$ cat config.mk
export PLATFORM = sky130hd
export DESIGN_NAME = infix_to_postfix_converter
export DESIGN_NICKNAME = d
export VERILOG_FILES = /design/src/hw/rtl/itp_pkg.sv /design/src/hw/rtl/itp_datapath.sv /design/src/hw/rtl/itp_controller.sv /design/src/hw/rtl/infix_to_postfix_converter.sv
export SDC_FILE = /design/constraint.sdc
export NUM_CORES = 1
export LEC_CHECK = 0
export BUFFER_PORTS_ARGS = -buffer_cell sky130_fd_sc_hd__buf_4
export CAP_MARGIN = 30
export CORE_MARGIN = 2
export CORE_UTILIZATION = 30
export CTS_CLUSTER_DIAMETER = 50
export DETAILED_ROUTE_END_ITERATION = 8
export SLEW_MARGIN = 20
export SYNTH_ARGS = -nofsm -noshare
export SYNTH_HDL_FRONTEND = slang
export SYNTH_SLANG_ARGS = --single-unit
export TNS_END_PERCENT = 5
$ cat constraint.sdc
create_clock -name clk_i -period 11.84 [get_ports clk_i]
set_input_delay 2.368 -clock clk_i [delete_from_list [all_inputs] [get_ports clk_i]]
set_output_delay 2.368 -clock clk_i [all_outputs]
set_load 0.005 [all_outputs]
$ cat src/hw/rtl/itp_pkg.sv
`default_nettype none

package itp_pkg;

  // Characters with a special role in the expression stream.
  localparam logic [7:0] CH_OPEN  = 8'h28;
  localparam logic [7:0] CH_CLOSE = 8'h29;
  localparam logic [7:0] CH_GT    = 8'h3E;
  localparam logic [7:0] CH_LT    = 8'h3C;
  localparam logic [7:0] CH_OR    = 8'h7C;
  localparam logic [7:0] CH_AND   = 8'h26;
  localparam logic [7:0] CH_TERM  = 8'h00;

  // Error codes carried on each result beat.
  localparam logic [1:0] ERR_NONE     = 2'd0;
  localparam logic [1:0] ERR_OVERFLOW = 2'd1;
  localparam logic [1:0] ERR_UNMATCH  = 2'd2;

  // Datapath actions requested by the controller.
  typedef enum logic [2:0] {
    ACT_NONE,
    ACT_PUSH,
    ACT_POP_EMIT,
    ACT_POP_DROP,
    ACT_EMIT_ITEM,
    ACT_FLUSH
  } act_e;

  typedef struct packed {
    logic       load;
    act_e       act;
    logic [1:0] err;
  } cmd_t;

  typedef struct packed {
    logic item_end;
    logic item_open;
    logic item_close;
    logic item_op;
    logic cnt_zero;
    logic cnt_full;
    logic top_open;
    logic top_rel;
    logic out_free;
  } sts_t;

endpackage

`default_nettype wire

$ cat src/hw/rtl/itp_datapath.sv
`default_nettype none

module itp_datapath import itp_pkg::*; #(
  parameter int StackDepth = 32
) (
  input  wire logic       clk_i,
  input  wire logic       rst_ni,
  input  wire cmd_t       cmd_i,
  output sts_t            sts_o,
  input  wire logic [7:0] symbol_i,
  input  wire logic       end_of_expr_i,
  output logic            out_valid_o,
  input  wire logic       out_stall_i,
  output logic [7:0]      out_symbol_o,
  output logic            last_o,
  output logic [1:0]      error_o
);

  localparam int CntW  = $clog2(StackDepth + 1);
  localparam int AddrW = $clog2(StackDepth);

  logic [7:0]      item_sym_q;
  logic            item_end_q;
  logic [CntW-1:0] cnt_q, cnt_d;
  logic [7:0]      top_q;
  logic [7:0]      stack_mem [StackDepth];
  logic [AddrW-1:0] rd_addr;
  logic [CntW-1:0] cnt_dec;
  logic            we;

  // The newest result is held back one step so that the last flag can be set
  // once the item is known to produce nothing more.
  logic            hold_valid_q;
  logic [7:0]      hold_sym_q;
  logic [1:0]      hold_err_q;

  logic            out_valid_q;
  logic [7:0]      out_sym_q;
  logic            out_last_q;
  logic [1:0]      out_err_q;

  logic            out_free;
  logic            new_res;
  logic [7:0]      new_sym;
  logic [1:0]      new_err;

  assign out_free = !out_valid_q || !out_stall_i;

  assign sts_o.item_end   = item_end_q;
  assign sts_o.item_open  = item_sym_q == CH_OPEN;
  assign sts_o.item_close = item_sym_q == CH_CLOSE;
  assign sts_o.item_op    = item_sym_q == CH_GT || item_sym_q == CH_LT ||
                            item_sym_q == CH_OR || item_sym_q == CH_AND;
  assign sts_o.cnt_zero   = cnt_q == '0;
  assign sts_o.cnt_full   = cnt_q == CntW'(StackDepth);
  assign sts_o.top_open   = top_q == CH_OPEN;
  assign sts_o.top_rel    = top_q == CH_GT || top_q == CH_LT;
  assign sts_o.out_free   = out_free;

  assign we = cmd_i.act == ACT_PUSH;

  always_comb begin
    cnt_d = cnt_q;
    case (cmd_i.act)
      ACT_PUSH:     cnt_d = cnt_q + CntW'(1);
      ACT_POP_EMIT: cnt_d = cnt_q - CntW'(1);
      ACT_POP_DROP: cnt_d = cnt_q - CntW'(1);
      default:      cnt_d = cnt_q;
    endcase
  end

  assign cnt_dec = cnt_d - CntW'(1);
  assign rd_addr = (cnt_d == '0) ? '0 : cnt_dec[AddrW-1:0];

  always_comb begin
    new_res = 1'b0;
    new_sym = item_sym_q;
    new_err = cmd_i.err;
    case (cmd_i.act)
      ACT_POP_EMIT: begin
        new_res = 1'b1;
        new_sym = top_q;
        new_err = ERR_NONE;
      end
      ACT_EMIT_ITEM: begin
        new_res = 1'b1;
      end
      default: new_res = 1'b0;
    endcase
  end

  // Stack storage; top_q mirrors the entry at the new top after each step.
  always_ff @(posedge clk_i) begin
    if (we) begin
      stack_mem[cnt_q[AddrW-1:0]] <= item_sym_q;
    end
    top_q <= we ? item_sym_q : stack_mem[rd_addr];
  end

  always_ff @(posedge clk_i) begin
    if (cmd_i.load) begin
      item_sym_q <= end_of_expr_i ? CH_TERM : symbol_i;
      item_end_q <= end_of_expr_i;
    end
    if (new_res) begin
      hold_sym_q <= new_sym;
      hold_err_q <= new_err;
    end
    if ((new_res || cmd_i.act == ACT_FLUSH) && hold_valid_q) begin
      out_sym_q  <= hold_sym_q;
      out_err_q  <= hold_err_q;
      out_last_q <= cmd_i.act == ACT_FLUSH;
    end
  end

  always_ff @(posedge clk_i or negedge rst_ni) begin
    if (!rst_ni) begin
      cnt_q        <= '0;
      hold_valid_q <= 1'b0;
      out_valid_q  <= 1'b0;
    end else begin
      cnt_q <= cnt_d;
      if (new_res) begin
        hold_valid_q <= 1'b1;
      end else if (cmd_i.act == ACT_FLUSH) begin
        hold_valid_q <= 1'b0;
      end
      if ((new_res || cmd_i.act == ACT_FLUSH) && hold_valid_q) begin
        out_valid_q <= 1'b1;
      end else if (!out_stall_i) begin
        out_valid_q <= 1'b0;
      end
    end
  end

  assign out_valid_o  = out_valid_q;
  assign out_symbol_o = out_sym_q;
  assign last_o       = out_last_q;
  assign error_o      = out_err_q;

  a_no_push_full: assert property (@(posedge clk_i) disable iff (!rst_ni)
    cmd_i.act == ACT_PUSH |-> !sts_o.cnt_full)
    else $error("push issued on a full stack");

  a_no_pop_empty: assert property (@(posedge clk_i) disable iff (!rst_ni)
    (cmd_i.act == ACT_POP_EMIT || cmd_i.act == ACT_POP_DROP) |-> !sts_o.cnt_zero)
    else $error("pop issued on an empty stack");

  a_cnt_only_on_stack_op: assert property (@(posedge clk_i) disable iff (!rst_ni)
    (cmd_i.act != ACT_PUSH && cmd_i.act != ACT_POP_EMIT && cmd_i.act != ACT_POP_DROP)
    |=> $stable(cnt_q))
    else $error("stack count moved without a stack operation");

  a_move_needs_room: assert property (@(posedge clk_i) disable iff (!rst_ni)
    (new_res || cmd_i.act == ACT_FLUSH) |-> out_free)
    else $error("result moved into an occupied output register");

endmodule

`default_nettype wire

$ cat src/hw/rtl/itp_controller.sv
`default_nettype none

module itp_controller import itp_pkg::*; (
  input  wire logic clk_i,
  input  wire logic rst_ni,
  input  wire logic in_valid_i,
  output logic      in_stall_o,
  input  wire sts_t sts_i,
  output cmd_t      cmd_o
);

  typedef enum logic [1:0] {
    S_IDLE,
    S_WORK,
    S_FLUSH
  } state_e;

  state_e state_q, state_d;

  always_comb begin
    state_d    = state_q;
    cmd_o.load = 1'b0;
    cmd_o.act  = ACT_NONE;
    cmd_o.err  = ERR_NONE;
    case (state_q)
      S_IDLE: begin
        if (in_valid_i) begin
          cmd_o.load = 1'b1;
          state_d    = S_WORK;
        end
      end
      S_WORK: begin
        if (sts_i.out_free) begin
          if (sts_i.item_end) begin
            if (!sts_i.cnt_zero) begin
              cmd_o.act = ACT_POP_EMIT;
            end else begin
              cmd_o.act = ACT_EMIT_ITEM;
              state_d   = S_FLUSH;
            end
          end else if (sts_i.item_open) begin
            if (sts_i.cnt_full) begin
              cmd_o.act = ACT_EMIT_ITEM;
              cmd_o.err = ERR_OVERFLOW;
            end else begin
              cmd_o.act = ACT_PUSH;
            end
            state_d = S_FLUSH;
          end else if (sts_i.item_close) begin
            if (sts_i.cnt_zero) begin
              cmd_o.act = ACT_EMIT_ITEM;
              cmd_o.err = ERR_UNMATCH;
              state_d   = S_FLUSH;
            end else if (sts_i.top_open) begin
              cmd_o.act = ACT_POP_DROP;
              state_d   = S_FLUSH;
            end else begin
              cmd_o.act = ACT_POP_EMIT;
            end
          end else if (sts_i.item_op) begin
            if (!sts_i.cnt_zero && sts_i.top_rel) begin
              cmd_o.act = ACT_POP_EMIT;
            end else if (sts_i.cnt_full) begin
              cmd_o.act = ACT_EMIT_ITEM;
              cmd_o.err = ERR_OVERFLOW;
              state_d   = S_FLUSH;
            end else begin
              cmd_o.act = ACT_PUSH;
              state_d   = S_FLUSH;
            end
          end else begin
            cmd_o.act = ACT_EMIT_ITEM;
            state_d   = S_FLUSH;
          end
        end
      end
      S_FLUSH: begin
        if (sts_i.out_free) begin
          cmd_o.act = ACT_FLUSH;
          state_d   = S_IDLE;
        end
      end
      default: state_d = S_IDLE;
    endcase
  end

  always_ff @(posedge clk_i or negedge rst_ni) begin
    if (!rst_ni) begin
      state_q <= S_IDLE;
    end else begin
      state_q <= state_d;
    end
  end

  assign in_stall_o = state_q != S_IDLE;

  a_load_only_idle: assert property (@(posedge clk_i) disable iff (!rst_ni)
    cmd_o.load |=> state_q == S_WORK)
    else $error("item loaded without entering the work state");

  a_stack_ops_in_work: assert property (@(posedge clk_i) disable iff (!rst_ni)
    (cmd_o.act == ACT_PUSH || cmd_o.act == ACT_POP_EMIT || cmd_o.act == ACT_POP_DROP)
    |-> state_q == S_WORK)
    else $error("stack operation outside the work state");

  a_flush_returns_idle: assert property (@(posedge clk_i) disable iff (!rst_ni)
    cmd_o.act == ACT_FLUSH |=> !in_stall_o)
    else $error("flush did not reopen the input");

endmodule

`default_nettype wire

$ cat src/hw/rtl/infix_to_postfix_converter.sv
`default_nettype none

// Channel  | Direction | Handshake              | Beat contents
// ---------+-----------+------------------------+-----------------------------------
// in       | input     | in_valid_i / in_stall_o   | symbol_i, end_of_expr_i
// out      | output    | out_valid_o / out_stall_i | out_symbol_o, last_o, error_o
//
// One input beat is taken in the idle state, then the item runs one stack step per
// cycle while the output register can take a result: a plain character, '(' or an
// operator with nothing to pop passes the work and flush states, and each entry
// popped by ')', an operator or the end item adds a work step of one push or pop.
// Reset clears the stack count, the controller state and the result valid flags;
// stack contents need no clearing since only pushed entries are ever read.
// A stalled output freezes the work and flush states until the result register drains.

module infix_to_postfix_converter import itp_pkg::*; #(
  parameter int STACK_DEPTH = 32
) (
  input  wire logic       clk_i,
  input  wire logic       rst_ni,
  input  wire logic       in_valid_i,
  output logic            in_stall_o,
  input  wire logic [7:0] symbol_i,
  input  wire logic       end_of_expr_i,
  output logic            out_valid_o,
  input  wire logic       out_stall_i,
  output logic [7:0]      out_symbol_o,
  output logic            last_o,
  output logic [1:0]      error_o
);

  // Commands flow from the controller to the datapath; status flows back.
  cmd_t cmd;
  sts_t sts;

  itp_controller u_ctrl (
    .clk_i      (clk_i),
    .rst_ni     (rst_ni),
    .in_valid_i (in_valid_i),
    .in_stall_o (in_stall_o),
    .sts_i      (sts),
    .cmd_o      (cmd)
  );

  // The datapath owns the item register, the operator stack, a one-deep
  // hold stage that lets the last flag be set late, and the output register.
  itp_datapath #(
    .StackDepth (STACK_DEPTH)
  ) u_dp (
    .clk_i         (clk_i),
    .rst_ni        (rst_ni),
    .cmd_i         (cmd),
    .sts_o         (sts),
    .symbol_i      (symbol_i),
    .end_of_expr_i (end_of_expr_i),
    .out_valid_o   (out_valid_o),
    .out_stall_i   (out_stall_i),
    .out_symbol_o  (out_symbol_o),
    .last_o        (last_o),
    .error_o       (error_o)
  );

endmodule

`default_nettype wire

==> metrics <==
outcome finished clean; MaxCap Viol Count 0; most frequent cells in the layout 286 x edfxtp_1, 158 x nand2_1, 68 x nor2_1; post-DP HPWL 20700 um; Starting Density 30.6%; startpoint class of the critical path primary input; postcts setup bufs 0; sequential cell area fraction in the yosys report 69.8%; CTS tree done; EDFF count, synth 286; final hold violation count 0; Routed met3 length 2200 um; antenna viol nets, final 0; worst hold path type flip-flop to flip-flop; Power Density 256 nW/um^2; maximum clock rate 136 MHz; normalized max-slew margin 38.2%; Detailed Routing Iterations Pass 1 5; fillers 3970; antenna fix cells 0; RSZ-0062 raised after global routing false; worst-skew pair later-pin latency 510 ps; #FFs+latches synth 304; CP max FO 26; row count 75; total power 3790 uW; die width 211 um; number of global-route vias before repair 7930; Vias 8157; clock tree buffer depth 3; DRC violation total after the first TritonRoute iteration 974; P_leak 0.00503 uW; wire length on met1 14300 um; DIE HEIGHT 211 um; # hold bufs at CTS 0; CTS buffer count 34; Placement Setup Slack 4070 ps; Least-Margin Pin Slew 925 ps; Max stage delay cell, worst path nand2_1; R2R setup slack 4910 ps; setup ws final 4490 ps; Critical Path Start out_stall_i; Tot GR Track Use 15.1%; first-pass GRT wire length 50600 um; Mean Syn Cell Area 13.7 um^2; Worst R2R Start u_dp.item_sym_q[3]; Port-buffer cells 25; Core ar. 42100 um^2; Async SR Flop Fraction 3.29%; crit end category flip-flop; area added between synthesis and finish 15.0%; Die ar. 44600 um^2; post-synthesis cell type count 86; crit share post-route 62.1%; nets 996; CP cell instances buf_4 > nand2_1 > a221o_1 > a21o_1 > and2_1 > nor2_1 > ha_1 > a21o_1 > a21oi_1 > o21ai_0 > nor3_1 > a41oi_1 > or3_1 > nand4_1 > nand2_1 > a2111oi_0 > a311oi_1 > a221oi_1 > a211oi_1; largest net degree at the start of global routing 61; Final Skew 13.5 ps; initial antenna violation count 0; gpl congestion 0.864; final WL 33700 um; commonest non-fill, non-tap cell in the layout edfxtp_1; Tmin final 7350 ps; Clock Root Buffer clkbuf_16; yosys warns 0; final setup fails 0; arrival time worst endpoint 7730 ps; hold path startpoint u_dp.hold_sym_q[4]; crit path kind primary input to flip-flop; H-Tree Depth 2; dominant synthesized flop cell edfxtp_1; met2 WL post-DR 16100 um; # IOs 26; share of layout cells above drive strength 1 13.2%; synthesized area 12900 um^2; Overflow after GRT 0; Slowest Stage Delay on Critical Path 750 ps; WP data required 12210 ps; Sink Count 304; Cells after Synth 940; Synth Net Count 965; WL/cell 21.9 um; worst vdd ir 145 uV; Clock transition at path regs 60 ps; Top Layer Used met4; Max Slew Vio Count 0; number of vias per cell 5.31; cts repair resizes 0; DRC violations left 0; Fin Setup TNS 0 ps
worst paths after layout:
path,endpoint,cells past startpoint
min in group asynchronous,u_dp.cnt_q[4],1
worst min-delay path,u_dp.out_symbol_o[4],0
worst min register to register,u_dp.out_symbol_o[4],0
worst max-delay path,u_dp.top_q[4],19
max in group asynchronous,u_dp.out_valid_o,1
worst max register to register,u_dp.top_q[4],20
routing by layer:
| metal | vias up | GRT usage (%) |
|---|---|---|
| met2 | 314 | 24.5 |
| met3 | 64 | 2.51 |
| met4 | 0 | 5.29 |
| met1 | 4105 | 20.5 |
| li1 | 3674 | - |
| met5 | - | 0 |
critical path: cells and delay by family:
family / cells / cell delay (ps)
AO/OA/AOI/OAI: 10 / 2400
AND/OR/NAND/NOR: 7 / 2550
buffers and inverters: 1 / 80
adder cells (fa/ha/maj): 1 / 300
layout make-up:
class	count	area (um^2)	share of cell area, %
Timing Repair Buffer	47	373	2.52
Clock buffer	45	966	6.52
Multi-Input combinational cell	572	3610	24.4
Inverter	12	45.0	0.304
Sequential cell	304	9000	60.7
Tap cell	539	674	4.55
Clock inverter	17	153	1.03
sequential cells by signal, indices dropped and copies added (netlist names):
signal / count
u_dp.stack_mem: 256
u_dp.last_o: 1
u_dp.out_symbol_o: 8
u_dp.top_q: 8
u_dp.hold_sym_q: 8
u_dp.out_valid_o: 1
u_ctrl.state_q: 2
u_dp.error_o: 2
u_dp.item_end_q: 1
u_dp.cnt_q: 6
u_dp.hold_err_q: 2
u_dp.item_sym_q: 8
u_dp.hold_valid_q: 1
logic make-up after synthesis:
| family | synth area share, % |
|---|---|
| and+or+nand+nor | 12.1 |
| DFF | 69.8 |
| AOI/OAI and AO/OA | 9.59 |
| buffers and inverters | 2.31 |
| muxes | 4.21 |
| adders and majority gates | 1.22 |
| xor gates and xnor gates | 0.748 |
where the power goes:
part | internal (uW) | switching, uW
Clock | 624 | 418
Sequential | 1300 | 42.8
Combinational | 430 | 975
Total | 2350 | 1440
metrics by stage:
step | hold WS (ps) | cell area, um^2 | std cells | util (%)
floorplan | 400 | 12900 | 940 | -
global placement | 406 | 13700 | 1471 | 32.4
detailed placement | 406 | 13700 | 1472 | 32.5
CTS | 422 | 14800 | 1534 | 35.1
global route | 436 | 14800 | 1536 | 35.2
finish | 421 | 14800 | 1536 | 35.2
synthesized netlist by cell type (11+ instances only):
| cell type | number | area share (%) |
|---|---|---|
| or3_1 | 12 | 0.58 |
| a221oi_1 | 15 | 1.0 |
| a31oi_1 | 12 | 0.58 |
| nor2_1 | 68 | 2.0 |
| o21ai_0 | 21 | 0.82 |
| a21oi_1 | 35 | 1.4 |
| nand4_1 | 17 | 0.83 |
| ha_1 | 11 | 1.1 |
| edfxtp_1 | 286 | 67 |
| nand3_1 | 23 | 0.89 |
| nand2_1 | 158 | 4.6 |
| mux2i_1 | 37 | 2.9 |
| clkbuf_1 | 28 | 0.82 |
| buf_2 | 16 | 0.62 |
(Power assumes the default switching activity.)
